<file path="src/hw/rtl/srsw_pkg.sv">
// shared types, constants and the modulo reducer of the send window
package srsw_pkg;

  // default configuration
  localparam int unsigned SRSW_WINDOW_SIZE = 8;
  localparam int unsigned SRSW_SEQ_SPACE   = 256;

  // fixed port widths
  localparam int unsigned SEQ_PORT_W  = 8;
  localparam int unsigned SLOT_PORT_W = 4;
  localparam int unsigned MODE_W      = 2;
  // width of the reducer operand (sequence number plus window count)
  localparam int unsigned ACC_W       = 9;
  // shift and width of the reducer reciprocal
  localparam int unsigned RECIP_SHIFT = 16;
  localparam int unsigned RECIP_W     = 16;

  // request codes
  typedef enum logic [MODE_W-1:0] {
    MODE_ALLOC  = 2'd0,
    MODE_ACK    = 2'd1,
    MODE_LOCATE = 2'd2,
    MODE_NONE   = 2'd3
  } mode_e;

  // controller states
  typedef enum logic [2:0] {
    ST_IDLE,
    ST_PREP,
    ST_EXEC,
    ST_SLIDE,
    ST_DONE
  } state_e;

  // commands from controller to datapath
  typedef struct packed {
    logic load;
    logic prep;
    logic exec;
    logic step;
  } ctrl_cmd_t;

  // status from datapath to controller
  typedef struct packed {
    logic slide_req;
    logic slide_more;
  } dp_status_t;

  // x modulo m by reciprocal multiplication, recip = floor(2^RECIP_SHIFT / m)
  // the quotient estimate is at most one low, one compare and subtract fixes it
  function automatic logic [ACC_W-1:0] mod_reduce(input logic [ACC_W-1:0]   x,
                                                  input logic [ACC_W-1:0]   m,
                                                  input logic [RECIP_W-1:0] recip);
    logic [ACC_W+RECIP_W-1:0] prod;
    logic [ACC_W-1:0]         quo;
    logic [2*ACC_W-1:0]       back;
    logic [ACC_W-1:0]         rem;
    prod = (ACC_W+RECIP_W)'(x) * (ACC_W+RECIP_W)'(recip);
    quo  = ACC_W'(prod >> RECIP_SHIFT);
    back = (2*ACC_W)'(quo) * (2*ACC_W)'(m);
    rem  = x - back[ACC_W-1:0];
    if (rem >= m) begin
      rem = rem - m;
    end
    return rem;
  endfunction

endpackage

</file>
<file path="src/hw/rtl/selective_repeat_send_window.sv">
// top level of the selective-repeat send window
// a request passes the states PREP, EXEC and DONE; an ack that moves the base
// also passes SLIDE before DONE, walking further acked slots one slot a cycle
// no new request is taken until the result strobe of the last one
// reset: flags, base and top slots and base sequence clear at once, no sweep
// results carry no backpressure and are taken in the strobe cycle
module selective_repeat_send_window
  import srsw_pkg::*;
#(
  parameter int unsigned WINDOW_SIZE = SRSW_WINDOW_SIZE,
  parameter int unsigned SEQ_SPACE   = SRSW_SEQ_SPACE
) (
  input  logic                   clk_i,
  input  logic                   rst_ni,
  input  logic                   start,
  output logic                   busy,
  input  logic [MODE_W-1:0]      mode_i,
  input  logic [SEQ_PORT_W-1:0]  seq_number_i,
  output logic                   done_o,
  output logic                   ok_o,
  output logic [SEQ_PORT_W-1:0]  seq_out_o,
  output logic [SLOT_PORT_W-1:0] slot_o,
  output logic                   slid_o,
  output logic [SEQ_PORT_W-1:0]  base_seq_out_o,
  output logic [SLOT_PORT_W-1:0] in_flight_o
);

  ctrl_cmd_t  cmd;
  dp_status_t status;

  // controller
  srsw_ctrl u_ctrl (
    .clk_i    (clk_i),
    .rst_ni   (rst_ni),
    .start    (start),
    .status_i (status),
    .busy     (busy),
    .done_o   (done_o),
    .cmd_o    (cmd)
  );

  // datapath
  srsw_dpath #(
    .WINDOW_SIZE (WINDOW_SIZE),
    .SEQ_SPACE   (SEQ_SPACE)
  ) u_dpath (
    .clk_i          (clk_i),
    .rst_ni         (rst_ni),
    .cmd_i          (cmd),
    .status_o       (status),
    .mode_i         (mode_i),
    .seq_number_i   (seq_number_i),
    .ok_o           (ok_o),
    .seq_out_o      (seq_out_o),
    .slot_o         (slot_o),
    .slid_o         (slid_o),
    .base_seq_out_o (base_seq_out_o),
    .in_flight_o    (in_flight_o)
  );

  // an accepted transfer keeps the block busy
  a_accept_busy: assert property (@(posedge clk_i) disable iff (!rst_ni)
    start && !busy |=> busy)
    else $error("block not busy after accepting a request");

  // the block frees up right after the result strobe
  a_done_free: assert property (@(posedge clk_i) disable iff (!rst_ni)
    done_o |=> !busy && !done_o)
    else $error("block still busy after result strobe");

  // a base slide only comes with a valid ack
  a_slid_ok: assert property (@(posedge clk_i) disable iff (!rst_ni)
    done_o && slid_o |-> ok_o)
    else $error("base slid on an invalid request");

  // slide walk only follows an acked base
  a_step_after: assert property (@(posedge clk_i) disable iff (!rst_ni)
    cmd.step |-> busy && !done_o)
    else $error("slide step outside a request");

endmodule

</file>
<file path="src/hw/rtl/srsw_ctrl.sv">
// controller state machine of the send window
module srsw_ctrl
  import srsw_pkg::*;
(
  input  logic       clk_i,
  input  logic       rst_ni,
  input  logic       start,
  input  dp_status_t status_i,
  output logic       busy,
  output logic       done_o,
  output ctrl_cmd_t  cmd_o
);

  state_e state_q, state_d;

  // state register
  always_ff @(posedge clk_i or negedge rst_ni) begin
    if (!rst_ni) begin
      state_q <= ST_IDLE;
    end else begin
      state_q <= state_d;
    end
  end

  // next state
  always_comb begin
    state_d = state_q;
    unique case (state_q)
      ST_IDLE:  if (start) state_d = ST_PREP;
      ST_PREP:  state_d = ST_EXEC;
      ST_EXEC:  state_d = status_i.slide_req ? ST_SLIDE : ST_DONE;
      ST_SLIDE: if (!status_i.slide_more) state_d = ST_DONE;
      ST_DONE:  state_d = ST_IDLE;
      default:  state_d = ST_IDLE;
    endcase
  end

  // outputs
  always_comb begin
    cmd_o  = '0;
    busy   = 1'b1;
    done_o = 1'b0;
    unique case (state_q)
      ST_IDLE: begin
        busy       = 1'b0;
        cmd_o.load = start;
      end
      ST_PREP:  cmd_o.prep = 1'b1;
      ST_EXEC:  cmd_o.exec = 1'b1;
      ST_SLIDE: cmd_o.step = status_i.slide_more;
      ST_DONE:  done_o = 1'b1;
      default:  busy = 1'b1;
    endcase
  end

endmodule

</file>
<file path="src/hw/rtl/srsw_dpath.sv">
// datapath of the send window: flag ring, pointers, base sequence, result
module srsw_dpath
  import srsw_pkg::*;
#(
  parameter int unsigned WINDOW_SIZE = SRSW_WINDOW_SIZE,
  parameter int unsigned SEQ_SPACE   = SRSW_SEQ_SPACE
) (
  input  logic                   clk_i,
  input  logic                   rst_ni,
  input  ctrl_cmd_t              cmd_i,
  output dp_status_t             status_o,
  input  logic [MODE_W-1:0]      mode_i,
  input  logic [SEQ_PORT_W-1:0]  seq_number_i,
  output logic                   ok_o,
  output logic [SEQ_PORT_W-1:0]  seq_out_o,
  output logic [SLOT_PORT_W-1:0] slot_o,
  output logic                   slid_o,
  output logic [SEQ_PORT_W-1:0]  base_seq_out_o,
  output logic [SLOT_PORT_W-1:0] in_flight_o
);

  localparam int unsigned RING      = WINDOW_SIZE + 1;
  localparam int unsigned SLOT_W    = $clog2(RING);
  localparam int unsigned SEQ_W     = $clog2(SEQ_SPACE);
  localparam int unsigned SEQ_RECIP = (1 << RECIP_SHIFT) / SEQ_SPACE;

  // request and state registers
  mode_e                   mode_q;
  logic [SEQ_PORT_W-1:0]   seq_in_q;
  logic [SEQ_W-1:0]        seq_red_q;
  logic [RING-1:0]         flags_q;
  logic [SLOT_W-1:0]       base_q;
  logic [SLOT_W-1:0]       top_q;
  logic [SEQ_W-1:0]        base_seq_q;
  logic                    ok_q;
  logic [SEQ_PORT_W-1:0]   seq_out_q;
  logic [SLOT_PORT_W-1:0]  slot_q;
  logic                    slid_q;

  logic [SLOT_W:0]         cnt_sum;
  logic [SLOT_W-1:0]       count;
  logic [ACC_W-1:0]        red_in;
  logic [ACC_W-1:0]        red_out;
  logic [SEQ_W:0]          off_diff;
  logic [SEQ_W:0]          off_wrap;
  logic [SEQ_W-1:0]        offset;
  logic                    in_range;
  logic [SLOT_W:0]         idx_sum;
  logic [SLOT_W-1:0]       idx;
  logic [SLOT_W-1:0]       base_inc;
  logic [SLOT_W-1:0]       top_inc;
  logic [SEQ_W-1:0]        base_seq_inc;

  // outstanding count, ring distance from base to top
  always_comb begin
    cnt_sum = (SLOT_W+1)'(top_q) + (SLOT_W+1)'(RING) - (SLOT_W+1)'(base_q);
    if (cnt_sum >= (SLOT_W+1)'(RING)) begin
      cnt_sum = cnt_sum - (SLOT_W+1)'(RING);
    end
    count = cnt_sum[SLOT_W-1:0];
  end

  // shared modulo reducer: raw sequence number, then allocated number
  assign red_in  = cmd_i.prep ? ACC_W'(seq_in_q)
                              : ACC_W'(base_seq_q) + ACC_W'(count);
  assign red_out = mod_reduce(red_in, ACC_W'(SEQ_SPACE), RECIP_W'(SEQ_RECIP));

  // offset of the request from the base sequence number
  always_comb begin
    off_diff = {1'b0, seq_red_q} - {1'b0, base_seq_q};
    off_wrap = off_diff + (SEQ_W+1)'(SEQ_SPACE);
    offset   = off_diff[SEQ_W] ? off_wrap[SEQ_W-1:0] : off_diff[SEQ_W-1:0];
    in_range = ACC_W'(offset) < ACC_W'(count);
  end

  // ring slot of the request
  always_comb begin
    idx_sum = (SLOT_W+1)'(base_q) + (SLOT_W+1)'(offset);
    if (idx_sum >= (SLOT_W+1)'(RING)) begin
      idx_sum = idx_sum - (SLOT_W+1)'(RING);
    end
    idx = idx_sum[SLOT_W-1:0];
  end

  // pointer increments
  assign base_inc     = (base_q == SLOT_W'(RING - 1)) ? '0 : base_q + 1'b1;
  assign top_inc      = (top_q == SLOT_W'(RING - 1)) ? '0 : top_q + 1'b1;
  assign base_seq_inc = (base_seq_q == SEQ_W'(SEQ_SPACE - 1)) ? '0 : base_seq_q + 1'b1;

  // status to controller
  assign status_o.slide_req  = cmd_i.exec && (mode_q == MODE_ACK) && in_range &&
                               (idx == base_q);
  assign status_o.slide_more = (base_q != top_q) && !flags_q[base_q];

  // request capture
  always_ff @(posedge clk_i) begin
    if (cmd_i.load) begin
      mode_q   <= mode_e'(mode_i);
      seq_in_q <= seq_number_i;
    end
    if (cmd_i.prep) begin
      seq_red_q <= red_out[SEQ_W-1:0];
    end
  end

  // window state and result
  always_ff @(posedge clk_i or negedge rst_ni) begin
    if (!rst_ni) begin
      flags_q    <= '0;
      base_q     <= '0;
      top_q      <= '0;
      base_seq_q <= '0;
      ok_q       <= 1'b0;
      seq_out_q  <= '0;
      slot_q     <= '0;
      slid_q     <= 1'b0;
    end else if (cmd_i.exec) begin
      ok_q      <= 1'b0;
      seq_out_q <= '0;
      slot_q    <= '0;
      slid_q    <= 1'b0;
      unique case (mode_q)
        MODE_ALLOC: begin
          if (ACC_W'(count) < ACC_W'(WINDOW_SIZE)) begin
            ok_q           <= 1'b1;
            seq_out_q      <= SEQ_PORT_W'(red_out[SEQ_W-1:0]);
            slot_q         <= SLOT_PORT_W'(top_q);
            flags_q[top_q] <= 1'b1;
            top_q          <= top_inc;
          end
        end
        MODE_ACK: begin
          if (in_range) begin
            ok_q         <= 1'b1;
            seq_out_q    <= SEQ_PORT_W'(seq_red_q);
            slot_q       <= SLOT_PORT_W'(idx);
            flags_q[idx] <= 1'b0;
            // acked base: first slide step, the rest walks slot by slot
            if (idx == base_q) begin
              base_q     <= base_inc;
              base_seq_q <= base_seq_inc;
              slid_q     <= 1'b1;
            end
          end
        end
        MODE_LOCATE: begin
          if (in_range && flags_q[idx]) begin
            ok_q      <= 1'b1;
            seq_out_q <= SEQ_PORT_W'(seq_red_q);
            slot_q    <= SLOT_PORT_W'(idx);
          end
        end
        MODE_NONE: begin
          ok_q <= 1'b0;
        end
        default: begin
          ok_q <= 1'b0;
        end
      endcase
    end else if (cmd_i.step && status_o.slide_more) begin
      // slide base past one acknowledged slot
      base_q     <= base_inc;
      base_seq_q <= base_seq_inc;
    end
  end

  // result ports
  assign ok_o           = ok_q;
  assign seq_out_o      = seq_out_q;
  assign slot_o         = slot_q;
  assign slid_o         = slid_q;
  assign base_seq_out_o = SEQ_PORT_W'(base_seq_q);
  assign in_flight_o    = SLOT_PORT_W'(count);

endmodule

</file>
<file path="config.mk">
export PLATFORM = sky130hd
export DESIGN_NAME = selective_repeat_send_window
export DESIGN_NICKNAME = d
export VERILOG_FILES = /design/src/hw/rtl/srsw_pkg.sv /design/src/hw/rtl/selective_repeat_send_window.sv /design/src/hw/rtl/srsw_ctrl.sv /design/src/hw/rtl/srsw_dpath.sv
export SDC_FILE = /design/constraint.sdc
export NUM_CORES = 1
export LEC_CHECK = 0
export ABC_AREA = 0
export BUFFER_PORTS_ARGS = -buffer_cell sky130_fd_sc_hd__buf_2
export CORE_UTILIZATION = 45
export CTS_CLUSTER_DIAMETER = 120
export DETAILED_ROUTE_END_ITERATION = 8
export HOLD_SLACK_MARGIN = 0.02
export SLEW_MARGIN = 0
export SYNTH_ARGS = -nofsm -noshare
export SYNTH_HDL_FRONTEND = slang
export SYNTH_HIERARCHICAL = 1
export SYNTH_SLANG_ARGS = --single-unit
</file>
<file path="constraint.sdc">
create_clock -name clk_i -period 6.65 [get_ports clk_i]
set_input_delay 0.665 -clock clk_i [delete_from_list [all_inputs] [get_ports clk_i]]
set_output_delay 0.665 -clock clk_i [all_outputs]
set_load 0.05 [all_outputs]
</file>
After elaboration in Yosys (flattened, before gate mapping)
Cells that the tools add are included.
{"block": "word_totals", "reg_bits": 60, "out_inout_bits": 28, "word_cells": 128}
{"block": "classes", "n_addsub": 13, "n_lt_le_gt_ge": 10, "n_eq_ne": 19, "n_mux": 54, "n_bitwise": 3, "n_reduce_logical": 17}
{"operator": "$mux 8", "n": 11}
{"operator": "$mux 4", "n": 12}
{"operator": "$mux 9", "n": 3}
{"operator": "$pmux 8 s3", "n": 1}
{"operator": "$pmux 9 s2", "n": 1}
{"operator": "$add 8x1->8 const B", "n": 2}
{"operator": "$mux 1", "n": 16}
{"operator": "$lt 4x5->1 const B", "n": 3}
{"operator": "$pmux 3 s4", "n": 1}
{"operator": "$pmux 4 s3", "n": 1}
{"operator": "$ge 5x4->1 const B", "n": 2}
{"operator": "$ne 2x2->1 const B", "n": 5}
{"operator": "$add 8x4->9", "n": 1}
{"operator": "$and 9x9->9", "n": 1}
{"operator": "$ge 9x9->1 const B", "n": 1}
{"operator": "$mux 3", "n": 3}
{"operator": "$not 9->9", "n": 1}
{"operator": "$or 9x9->9", "n": 1}
{"operator": "$sub 8x8->9", "n": 1}
{"operator": "$sub 9x9->9", "n": 1}
{"operator": "$add 4x1->4 const B", "n": 2}
{"operator": "$bmux 1 s4", "n": 2}
{"operator": "$demux 1 s4", "n": 2}
{"operator": "$eq 4x4->1 const B", "n": 2}
{"operator": "other kinds (26)", "n": 40}

Logic depth before layout (Yosys ltp)
Gate-level depths: netlist of run 1.
{"block": "logic_depth", "ltp_word": 14, "depth_mapped": 23, "ltp_nobuf": 23}

Hierarchy
Netlist of run 1, hierarchy kept.
{"module": "srsw_dpath", "instances": 1, "cells_per_inst": 403, "area_per_inst_um2": 4027.6, "seq_area_each_um2": 1516.5}
{"module": "srsw_ctrl", "instances": 1, "cells_per_inst": 22, "area_per_inst_um2": 216.5, "seq_area_each_um2": 75.1}

Least setup slack after synthesis of run 1
No wires, ideal clock.
{"block": "synth_timing", "kind": "register -> register", "start": "register u_dpath.base_q[1]", "end": "register u_dpath.base_seq_q[7], in the netlist u_dpath/base_seq_out_o[7]", "arrival_time_ps": 5286, "t_required_ps": 6516, "slack_ps": 1230, "stages_incl_launch_ff": 22, "n_path_buf": 1, "period_less_slack_ps": 5420, "cell_sequence": "dfrtp_1 > ha_1 > inv_1 > ha_1 > inv_1 > fa_1 > or3b_2 > o21ba_2 > inv_1 > nand2_1 > nand2_1 > xor2_1 > inv_1 > ha_1 > a221oi_1 > nand2_1 > a2111oi_4 > nand4_1 > o31a_1 > buf_2 > o41ai_2 > o31ai_1"}
{"block": "synth_via", "word_cells_on_any_way": 21, "classes_between": "4 x add/sub; 3 x order compare; 4 x eq/ne; 5 x mux; 5 x reduce/logical"}
{"element": "from (decl)", "line": "srsw_dpath.sv:32", "text": "logic [SLOT_W-1:0] base_q;"}
{"element": "from (signal assigned)", "line": "srsw_dpath.sv:140", "text": "base_q <= base_inc;"}
{"element": "from (signal assigned)", "line": "srsw_dpath.sv:162", "text": "base_q <= base_inc;"}
{"element": "$sub 5x4->5 *", "line": "srsw_dpath.sv:56", "text": "cnt_sum = (SLOT_W+1)'(top_q) + (SLOT_W+1)'(RING) - (SLOT_W+1)'(base_q);"}
{"element": "$sub 4x4->4 / $ge 5x4->1 (equally long branches)", "line": "srsw_dpath.sv:58, srsw_dpath.sv:57"}
{"element": "$mux 4 *", "line": "srsw_dpath.sv:57", "text": "if (cnt_sum >= (SLOT_W+1)'(RING)) begin"}
{"element": "named net in_flight_o[2]", "line": "selective_repeat_send_window.sv:25", "text": "output logic [SLOT_PORT_W-1:0] in_flight_o"}
{"element": "$lt 8x4->1 *", "line": "srsw_dpath.sv:73", "text": "in_range = ACC_W'(offset) < ACC_W'(count);"}
{"element": "$ne 2x2->1 (no source line) *"}
{"element": "$reduce_and 4->1 (no source line) *"}
{"element": "to (signal assigned)", "line": "srsw_dpath.sv:141", "text": "base_seq_q <= base_seq_inc;"}
{"element": "to (signal assigned)", "line": "srsw_dpath.sv:163", "text": "base_seq_q <= base_seq_inc;"}
{"element": "to (decl)", "line": "srsw_dpath.sv:34", "text": "logic [SEQ_W-1:0] base_seq_q;"}
Mark *: on every way through the listed nets, which the timed path passes. The rest lies on a longest branch. The select of a mux whose other input is x is not followed.
A chain may end at the register's enable or synchronous reset.

Worst setup path in the final report of run 1
{"block": "layout_timing", "start": "register u_dpath.base_q[1]", "end": "register u_dpath.base_q[3]"}
{"block": "layout_via", "elab_chain_len": 8, "word_cells_on_any_way": 29, "classes_between": "5 x add/sub; 3 x order compare; 5 x eq/ne; 11 x mux; 5 x reduce/logical"}
{"element": "parallel branches: the longest is 8 deep, another holds $lt 8x4->1"}
Several ways; the timed one is not identified. The select of a mux whose other input is x is not followed.

==> reports/metrics.csv, run 1 <==
metric;value;unit
status;finished clean;
htree depth;3;
Final #Nets;519;
multi-input logic area;2450;um^2
post-synthesis cell count;425;
largest area contributor in the netlist;dfrtp_1;
die height;99.1;um
Least-Margin Pin Slew;1.07;ns
floorplan die width;99.1;um
syn_nets;478;
post-synthesis sequential area ratio;37.5;%
synthesis-stage register bit count;60;
GRT Total Usage;22.1;%
Post-CTS Setup Bufs;0;
Congestion Overflow GR;0;
Async SR Flop Fraction;70.0;%
startpoint types;flip-flop;
DRC viols;0;
Root Buffer;clkbuf_8;
Starting Density;46.1;%
final hold vios;0;
# clock sinks;60;
Port Buffers;40;
Via-to-Cell Ratio;5.66;
number of buffers created by CTS;9;
CP Data Arrival Time;5.55;ns
CP Capture Type;flip-flop;
Slew Viols, Final;0;
Layout fillers;838;
RSZ-0062 raised after global routing;false;
Synth Warn #;6;
Post-CTS Hold Buffers;0;
Clock Skews;0.0118;ns
IO Count;41;
largest net degree at the start of global routing;43;
Routed Wire Length;10100;um
Crit Path Max Fanout;16;
hpwl dp;7600;um
Post-synth EDFFs;18;
Avg Inst Size Synth;9.99;um^2
most frequent cells in the layout;dfrtp_1 (42), buf_2 (40), inv_1 (39);
Synth area leaders;dfrtp_1 (25%), edfxtp_1 (13%), ha_1 (11%), a21oi_1 (3.7%), o21ai_0 (3.7%);
mapped cell area;4240;um^2
Max Buffers Root-to-Sink;2;
Iteration-0 DRC Markers;222;
ANT nets after route;0;
FP Rows;35;
min Tclk post-route;5.27;ns
Worst EP required;6.93;ns
initial antenna violation count;0;
CTS tree;yes;
die area;9820;um^2
Crit Path Category;reg2reg;
ANT cells;0;
vias in the first global route;3178;
Unique masters post-synth;68;
RePlAce Congestion;0.925;
vias;3293;
Period Utilization, post-route;79.2;%
first-pass GRT wire length;16600;um
Reg clk slew, reported paths;0.08;ns
core footprint;9200;um^2
share of layout cells above drive strength 1;19.7;%
post_cts resized;0;
Area Overhead vs Synth;12.7;%
final setup fails;0;
First-pass DRT Iterations;4;
Main synth FF type;dfrtp_1;
max_slew headroom;28.7;%
sequential cell area;1590;um^2
post-synth top area share;24.8;%
max cap viols;0;
Hold WC Path Type;in2async;
maximum clock rate;190;MHz
later-pin clock latency in the skew report;0.35;ns
wire per inst;17.3;um
most common cell after layout, fill and taps aside;dfrtp_1;
post-route setup TNS;0;ns
==> logic make-up (layout without fill, tap and decap cells) <==
family	count (synthesis)	after routing	synth area share, %
buf+inv	53	99	5.19
mux	21	21	7.08
simple gates	107	107	12.9
compound gates	119	119	18.5
flops	60	60	37.5
fa+ha+maj	40	40	12.5
xor+xnor	25	25	6.37
==> flip-flops by register name (all words and copies together), names as in the netlist <==
name,cells
u_dpath/ok_o,1
u_ctrl/state_q,3
u_dpath/seq_out_o,8
u_dpath/flags_q,9
u_dpath/base_seq_out_o,8
u_dpath/mode_q,2
u_dpath/slot_o,4
u_dpath/top_q,4
u_dpath/slid_o,1
u_dpath/base_q,4
u_dpath/seq_red_q,8
u_dpath/seq_in_q,8
==> final timing paths <==
| check | from | end | slack (ns) | cells past startpoint |
|---|---|---|---|---|
| min reg2reg | u_dpath/slid_o$_DFFE_PN0P_ | u_dpath/slid_o$_DFFE_PN0P_ | 0.49 | 1 |
| max reg2reg | u_dpath/base_q[1]$_DFFE_PN0P_ | u_dpath/base_q[3]$_DFFE_PN0P_ | 1.38 | 20 |
| min | rst_ni | u_dpath/base_seq_out_o[3]$_DFFE_PN0P_ | 0.47 | 1 |
| max | u_dpath/base_q[1]$_DFFE_PN0P_ | u_dpath/base_q[3]$_DFFE_PN0P_ | 1.38 | 20 |
| min in group clk_i | seq_number_i[6] | u_dpath/seq_in_q[6]$_DFFE_PP_ | 0.49 | 1 |
| max in group asynchronous | rst_ni | u_dpath/flags_q[1]$_DFFE_PN0P_ | 5.56 | 1 |
==> worst max-delay path, cell delays in order (launching register included) <==
cell	delay (ns)
dfrtp_1	0.52
ha_1	0.36
inv_1	0.07
ha_1	0.16
inv_1	0.05
fa_1	0.50
or3b_2	0.48
o21ba_2	0.21
inv_1	0.06
nand2_1	0.08
nand2_1	0.12
xor2_1	0.25
inv_1	0.08
ha_1	0.19
a221oi_1	0.27
nand2_1	0.13
a2111oi_4	0.22
nand4_1	0.23
o31a_1	0.58
or4_1	0.54
nand3_1	0.10
==> cell type report <==
type / instances / share of cell area, %
clock buffers: 9 / 2.59
clock inverters: 7 / 2.22
inverters: 40 / 3.14
multi-input cells: 312 / 51.2
flip-flops and latches: 60 / 33.3
well taps: 111 / 2.90
repair buffers: 43 / 4.66
==> metrics by stage <==
step / hold slack, ns / worst slack [ns] / utilization [%] / instance area, um^2 / std cells
2_1_floorplan: 0.369 / 1.23 / - / 4240 / 425
3_3_place_gp: 0.475 / 1.54 / 49.5 / 4550 / 566
3_5_place_dp: 0.482 / 1.42 / 49.5 / 4550 / 566
4_1_cts: 0.471 / 1.38 / 52.0 / 4780 / 582
5_1_grt: 0.464 / 0.982 / 52.0 / 4780 / 582
6_report: 0.465 / 1.38 / 52.0 / 4780 / 582
==> synthesized netlist by cell type, types with 8 or more instances <==
cell type	n
nor2_1	21
o21ai_0	31
a22oi_1	13
nand3_1	8
clkbuf_1	8
nor3_1	10
xnor2_1	10
dfrtp_1	42
edfxtp_1	18
nand2_1	32
ha_1	36
a21o_1	8
a21oi_1	31
inv_1	39
xor2_1	11
==> metal layers <==
layer  part of all wire [%]  up-vias  track usage, %  routed length (um)
met5                      0        -               0                   0
met4                    1.1        0            6.45                 114
met3                    5.8        9            3.44                 580
met2                     43       93            32.8                4370
met1                     50     1567            33.6                5010
li1                       -     1624               -                   -
Power of run 1 is left out: the tool's default activity adds up to more than one toggle a clock period on the data nets, which glitch-free logic cannot reach.
==> run 2, diff against run 1 <==
ABC_AREA = 1   (was 0)
PLACE_DENSITY = 0.66   (was not set)
clock period = 4.3 ns   (was 6.65 ns; I/O delays follow)
==> reports/metrics.csv, run 2 <==
metric;value;unit;change
status;finished clean;;
later-pin clock latency in the skew report;0.35;ns;about the same
Util after Layout;54.0;%;+2.0 points
vias in the first global route;4035;;+27%
max_slew headroom;34.4;%;+5.7 points
share of layout cells above drive strength 1;20.4;%;+0.68 points
cell with the most instances after synthesis;nand2_1;;
core footprint;9770;um^2;+6.3%
DRC viols;0;;unchanged
Port Buffers;40;;unchanged
min Tclk post-route;4.12;ns;-1.14 ns
Hold WC Path Type;in2async;;
synthesis-stage register bit count;60;;unchanged
max cap viols;0;;unchanged
Routed Wire Length;11800;um;+17%
Layout fillers;928;;+11%
Async SR Flop Fraction;70.0;%;unchanged
Root Buffer;clkbuf_8;;
Final #Nets;699;;+35%
post-synthesis cell count;587;;+38%
most flop-heavy register;u_dpath/flags_q;;
post-synthesis sequential area ratio;35.1;%;-2.4 points
wire per inst;15.1;um;-13%
hpwl dp;8800;um;+16%
startpoint types;flip-flop;;
CP Data Arrival Time;4.37;ns;-1.18 ns
RePlAce Congestion;0.903;;-2.4%
Slew Viols, Final;0;;unchanged
post-route setup TNS;0;ns;unchanged
final setup fails;0;;unchanged
syn_nets;640;;+34%
vias;4173;;+27%
worst reg2reg startpoint;u_dpath/top_q[1]$_DFFE_PN0P_;;
most common cell after layout, fill and taps aside;nand2_1;;
Crit Path Category;reg2reg;;
ANT cells;0;;unchanged
cell count of the worst reg-to-reg path;24;;+20%
largest net degree at the start of global routing;43;;unchanged
IO Count;41;;unchanged
Crit Path Max Fanout;5;;-11
pre-CTS WS;-0.0282;ns;-1.44 ns
flop2flop setup slack;0.18;ns;-1.21 ns
Iteration-0 DRC Markers;337;;+52%
Area Overhead vs Synth;16.4;%;
ANT nets after route;0;;unchanged
top post-synthesis cells by count;nand2_1 (152), inv_1 (80), nand3_1 (65);;
maximum clock rate;243;MHz;+28%
Worst EP required;4.55;ns;-2.38 ns
Synth Warn #;6;;unchanged
Max Buffers Root-to-Sink;2;;unchanged
Congestion Overflow GR;0;;unchanged
GRT Total Usage;24.4;%;+2.2 points
First-pass DRT Iterations;5;;+1
Unique masters post-synth;44;;-35%
Period Utilization, post-route;95.9;%;+17 points
floorplan die width;102;um;+3.3%
# clock sinks;60;;unchanged
post-synth top area share;23.2;%;-1.6 points
CP Capture Type;flip-flop;;
RR Endpoint;u_dpath/seq_out_o[7]$_DFFE_PN0P_;;
fin worst setup slack;0.178;ns;-1.21 ns
Via-to-Cell Ratio;5.32;;-5.9%
initial antenna violation count;0;;unchanged
die area;10500;um^2;+6.8%
CTS tree;yes;;
Starting Density;46.4;%;+0.28 points
largest area contributor in the netlist;dfrtp_1;;
Reg clk slew, reported paths;0.07;ns;about the same
htree depth;3;;unchanged
number of buffers created by CTS;9;;unchanged
die height;102;um;+3.3%
most frequent cells in the layout;nand2_1 (150), inv_1 (79), nand3_1 (63);;
Main synth FF type;dfrtp_1;;
Avg Inst Size Synth;7.73;um^2;-23%
mapped cell area;4540;um^2;+6.9%
Least-Margin Pin Slew;0.984;ns;-0.0829 ns
Post-synth EDFFs;18;;unchanged
max FFs per register;9;;unchanged
first-pass GRT wire length;19300;um;+16%
Synth area leaders;dfrtp_1 (23%), nand2_1 (13%), edfxtp_1 (12%), ha_1 (9.9%), nand3_1 (7.2%);;
FP Rows;36;;+2.9%
Clock Skews;0.0101;ns;-0.00171 ns
final hold vios;0;;unchanged
## run 2: worst max-delay path: stages (launching register included)
cell	delay, ns
dfrtp_1	0.39
inv_2	0.09
ha_1	0.22
inv_1	0.09
ha_2	0.19
inv_1	0.06
fa_1	0.57
nand3_2	0.13
o21ai_2	0.20
nand3_2	0.17
nand2_1	0.16
xnor2_2	0.16
inv_1	0.12
ha_1	0.31
inv_1	0.14
nor2_2	0.07
o21ai_1	0.20
a21oi_2	0.11
a31o_2	0.21
nand3_1	0.06
nand2_1	0.11
nand2_1	0.08
nand2_1	0.06
nand2_1	0.07
nand2_1	0.05
## run 2: cells by family after synthesis
logic type      count (synthesis)  synth area share [%]
simple gates                  297                  31.8
buf+inv                       100                  8.68
compound gates                 70                  8.55
flops                          60                  35.1
fa+ha+maj                      40                  11.7
xor+xnor                       20                  4.19
## run 2: repair_timing
| item | CTS | global route |
|---|---|---|
| endpoints found under the setup margin | 1 | 39 |
| setup buffers | 0 | 3 |
| hold buffers | 0 | 0 |
| resized for setup | 1 | 24 |
| pin swaps | 0 | 7 |
## run 2: per-stage QoR
stage | area [um^2] | std cells | hold WS [ns]
floorplan | 4570 | 587 | 0.134
global placement | 5000 | 765 | 0.456
detailed placement | 5000 | 765 | 0.460
CTS | 5160 | 781 | 0.233
global route | 5280 | 784 | 0.230
finish | 5280 | 784 | 0.236
## run 2: layout make-up
| type | count | area, um^2 | area share (%) |
|---|---|---|---|
| well taps | 133 | 166 | 3.15 |
| multi-input cells | 427 | 2680 | 50.7 |
| flip-flops and latches | 60 | 1590 | 30.1 |
| repair buffers | 61 | 358 | 6.78 |
| clock buffers | 11 | 131 | 2.49 |
| clock inverters | 5 | 28.8 | 0.545 |
| inverters | 87 | 328 | 6.21 |
## run 2: worst max-delay path by stage
stage / slack [ns] / startpoint / endpoint / depth (start not counted)
2_1_floorplan: 0.001 / u_dpath/base_q[0]$_DFFE_PN0P_ / u_ctrl/state_q[0]$_DFFE_PN0P_ / 26
3_3_place_gp: 0.18 / u_dpath/top_q[1]$_DFFE_PN0P_ / u_dpath/seq_out_o[6]$_DFFE_PN0P_ / 24
3_5_place_dp: -0.03 / u_dpath/top_q[1]$_DFFE_PN0P_ / u_dpath/seq_out_o[6]$_DFFE_PN0P_ / 24
4_1_cts: 0.02 / u_dpath/top_q[1]$_DFFE_PN0P_ / u_dpath/base_q[1]$_DFFE_PN0P_ / 21
5_1_grt: -0.02 / u_dpath/top_q[1]$_DFFE_PN0P_ / u_ctrl/state_q[0]$_DFFE_PN0P_ / 25
6_report: 0.18 / u_dpath/top_q[1]$_DFFE_PN0P_ / u_dpath/seq_out_o[7]$_DFFE_PN0P_ / 24
## run 2: routing by layer
layer | routed length [um] | GRT usage (%) | part of all wire, %
met5 | 0 | 0 | 0
met4 | 214 | 8.79 | 1.8
met3 | 896 | 5.40 | 7.6
met2 | 5330 | 38.3 | 45
met1 | 5380 | 32.9 | 46
Power of run 2 is left out for the same reason.
==> run 3, diff against run 2 <==
RECOVER_POWER = 25   (was not set)
==> reports/metrics.csv, run 3 (synthesis gave the netlist of run 2 again) <==
metric;value;unit;change
GRT Total Usage;24.4;%;unchanged
Post-CTS Hold Buffers;0;;unchanged
dpl cells;765;;unchanged
final setup fails;0;;unchanged
hpwl dp;8800;um;unchanged
Fin Hold WS;0.245;ns;+0.00858 ns
die height;102;um;unchanged
core footprint;9770;um^2;unchanged
startpoint types;flip-flop;;
Worst Hold Launch;seq_number_i[7];;
vias in the first global route;4035;;unchanged
Worst Hold End;u_dpath/seq_in_q[7]$_DFFE_PP_;;
vias;4182;;+0.22%
Reg clk slew, reported paths;0.07;ns;about the same
floorplan die width;102;um;unchanged
max cap viols;1;;+1
CP Data Arrival Time;4.36;ns;about the same
failing checks;max-capacitance violations, max-slew violations;;
Hold WC Path Type;in2reg;;
First-pass DRT Iterations;5;;unchanged
post-route setup TNS;0;ns;unchanged
CP Capture Type;flip-flop;;
RePlAce Congestion;0.903;;unchanged
wire per inst;15.0;um;-0.27%
Slew Viols, Final;43;;+43
maximum clock rate;243;MHz;about the same
Final #Nets;699;;unchanged
Clock Skews;0.0101;ns;-0.0000419 ns
first-pass GRT wire length;19300;um;unchanged
Root Buffer;clkbuf_8;;
Least-Margin Pin Slew;2.40;ns;+1.42 ns
ANT nets after route;0;;unchanged
Routed Wire Length;11800;um;-0.27%
max_slew headroom;-60.2;%;-95 points
Congestion Overflow GR;0;;unchanged
max FFs per register;9;;unchanged
Starting Density;46.4;%;unchanged
number of buffers created by CTS;9;;unchanged
most flop-heavy register;u_dpath/flags_q;;
Final Non-Filler Cells;784;;unchanged
most frequent cells in the layout;nand2_1 (150), inv_1 (79), nand3_1 (63);;
DRC viols;0;;unchanged
CTS tree;yes;;
later-pin clock latency in the skew report;0.35;ns;about the same
worst reg2reg startpoint;u_dpath/top_q[1]$_DFFE_PN0P_;;
share of layout cells above drive strength 1;20.3;%;-0.15 points
status;finished with violations;;
cell count of the worst reg-to-reg path;24;;unchanged
IO Count;41;;unchanged
# clock sinks;60;;unchanged
initial antenna violation count;0;;unchanged
die area;10500;um^2;unchanged
RR Endpoint;u_dpath/seq_out_o[7]$_DFFE_PN0P_;;
Via-to-Cell Ratio;5.33;;+0.22%
Worst EP required;4.55;ns;about the same
flop2flop setup slack;0.18;ns;about the same
final hold vios;0;;unchanged
Max Buffers Root-to-Sink;2;;unchanged
htree depth;3;;unchanged
ANT cells;0;;unchanged
hold depth;1;;
Port Buffers;40;;unchanged
Iteration-0 DRC Markers;337;;unchanged
Crit Path Category;reg2reg;;
largest net degree at the start of global routing;43;;unchanged
most common cell after layout, fill and taps aside;nand2_1;;
min Tclk post-route;4.12;ns;-0.00411 ns
Period Utilization, post-route;95.8;%;about the same
FP Rows;36;;unchanged
Crit Path Max Fanout;5;;unchanged
Area Overhead vs Synth;16.3;%;about the same
==> run 3: changes by cell type in the layout (fill, tap and decap cells not counted) <==
cell / change
buf_2: -1
clkbuf_1: +1
==> run 3: worst max-delay path, stage by stage (launching register included) <==
cell and delay, ns:
dfrtp_1 0.39, inv_2 0.09, ha_1 0.22, inv_1 0.09
ha_2 0.19, inv_1 0.06, fa_1 0.57, nand3_2 0.13
o21ai_2 0.20, nand3_2 0.18, nand2_1 0.16, xnor2_2 0.16
inv_1 0.11, ha_1 0.31, inv_1 0.14, nor2_2 0.07
o21ai_1 0.20, a21oi_2 0.11, a31o_2 0.21, nand3_1 0.06
nand2_1 0.11, nand2_1 0.08, nand2_1 0.06, nand2_1 0.07
nand2_1 0.05
==> run 3: worst max path at each step <==
stage / startpoint / endpoint / slack (ns) / depth (start not counted)
after global routing: u_dpath/top_q[1]$_DFFE_PN0P_ / u_ctrl/state_q[0]$_DFFE_PN0P_ / -0.02 / 25
final: u_dpath/top_q[1]$_DFFE_PN0P_ / u_dpath/seq_out_o[7]$_DFFE_PN0P_ / 0.18 / 24
after CTS: u_dpath/top_q[1]$_DFFE_PN0P_ / u_dpath/base_q[1]$_DFFE_PN0P_ / 0.02 / 21
after floorplan: u_dpath/base_q[0]$_DFFE_PN0P_ / u_ctrl/state_q[0]$_DFFE_PN0P_ / 0.001 / 26
after global placement: u_dpath/top_q[1]$_DFFE_PN0P_ / u_dpath/seq_out_o[6]$_DFFE_PN0P_ / 0.18 / 24
after detailed placement: u_dpath/top_q[1]$_DFFE_PN0P_ / u_dpath/seq_out_o[6]$_DFFE_PN0P_ / -0.03 / 24
==> run 3: per-layer routing <==
layer / GRT usage, % / up-vias / wire length, um
li1: - / 2044 / -
met1: 32.9 / 1956 / 5410
met5: 0 / - / 0
met3: 5.40 / 17 / 897
met4: 8.79 / 0 / 195
met2: 38.3 / 165 / 5290
==> run 3: cell type report <==
type	count	area, um^2
sequential	60	1590
clock inverter	5	28.8
inverter	87	328
clock buffer	11	131
timing repair buffer	61	357
fill	929	4490
tap	133	166
multi-input combinational	427	2680
==> run 3: metrics by stage <==
step           utilization (%)  instance area (um^2)  worst slack (ns)
2_1_floorplan                -                  4570           0.00129
3_3_place_gp              51.2                  5000             0.184
3_5_place_dp              51.2                  5000           -0.0282
4_1_cts                   52.8                  5160            0.0188
5_1_grt                   54.0                  5280           -0.0186
6_report                  54.0                  5280             0.183
==> run 3: timing repair <==
item	in CTS	in global routing
setup endpoints to repair	1	39
pin swaps	0	7
resized for setup	1	24
setup buffers	0	3
hold endpoints to repair	0	0
Power of run 3 is left out for the same reason.
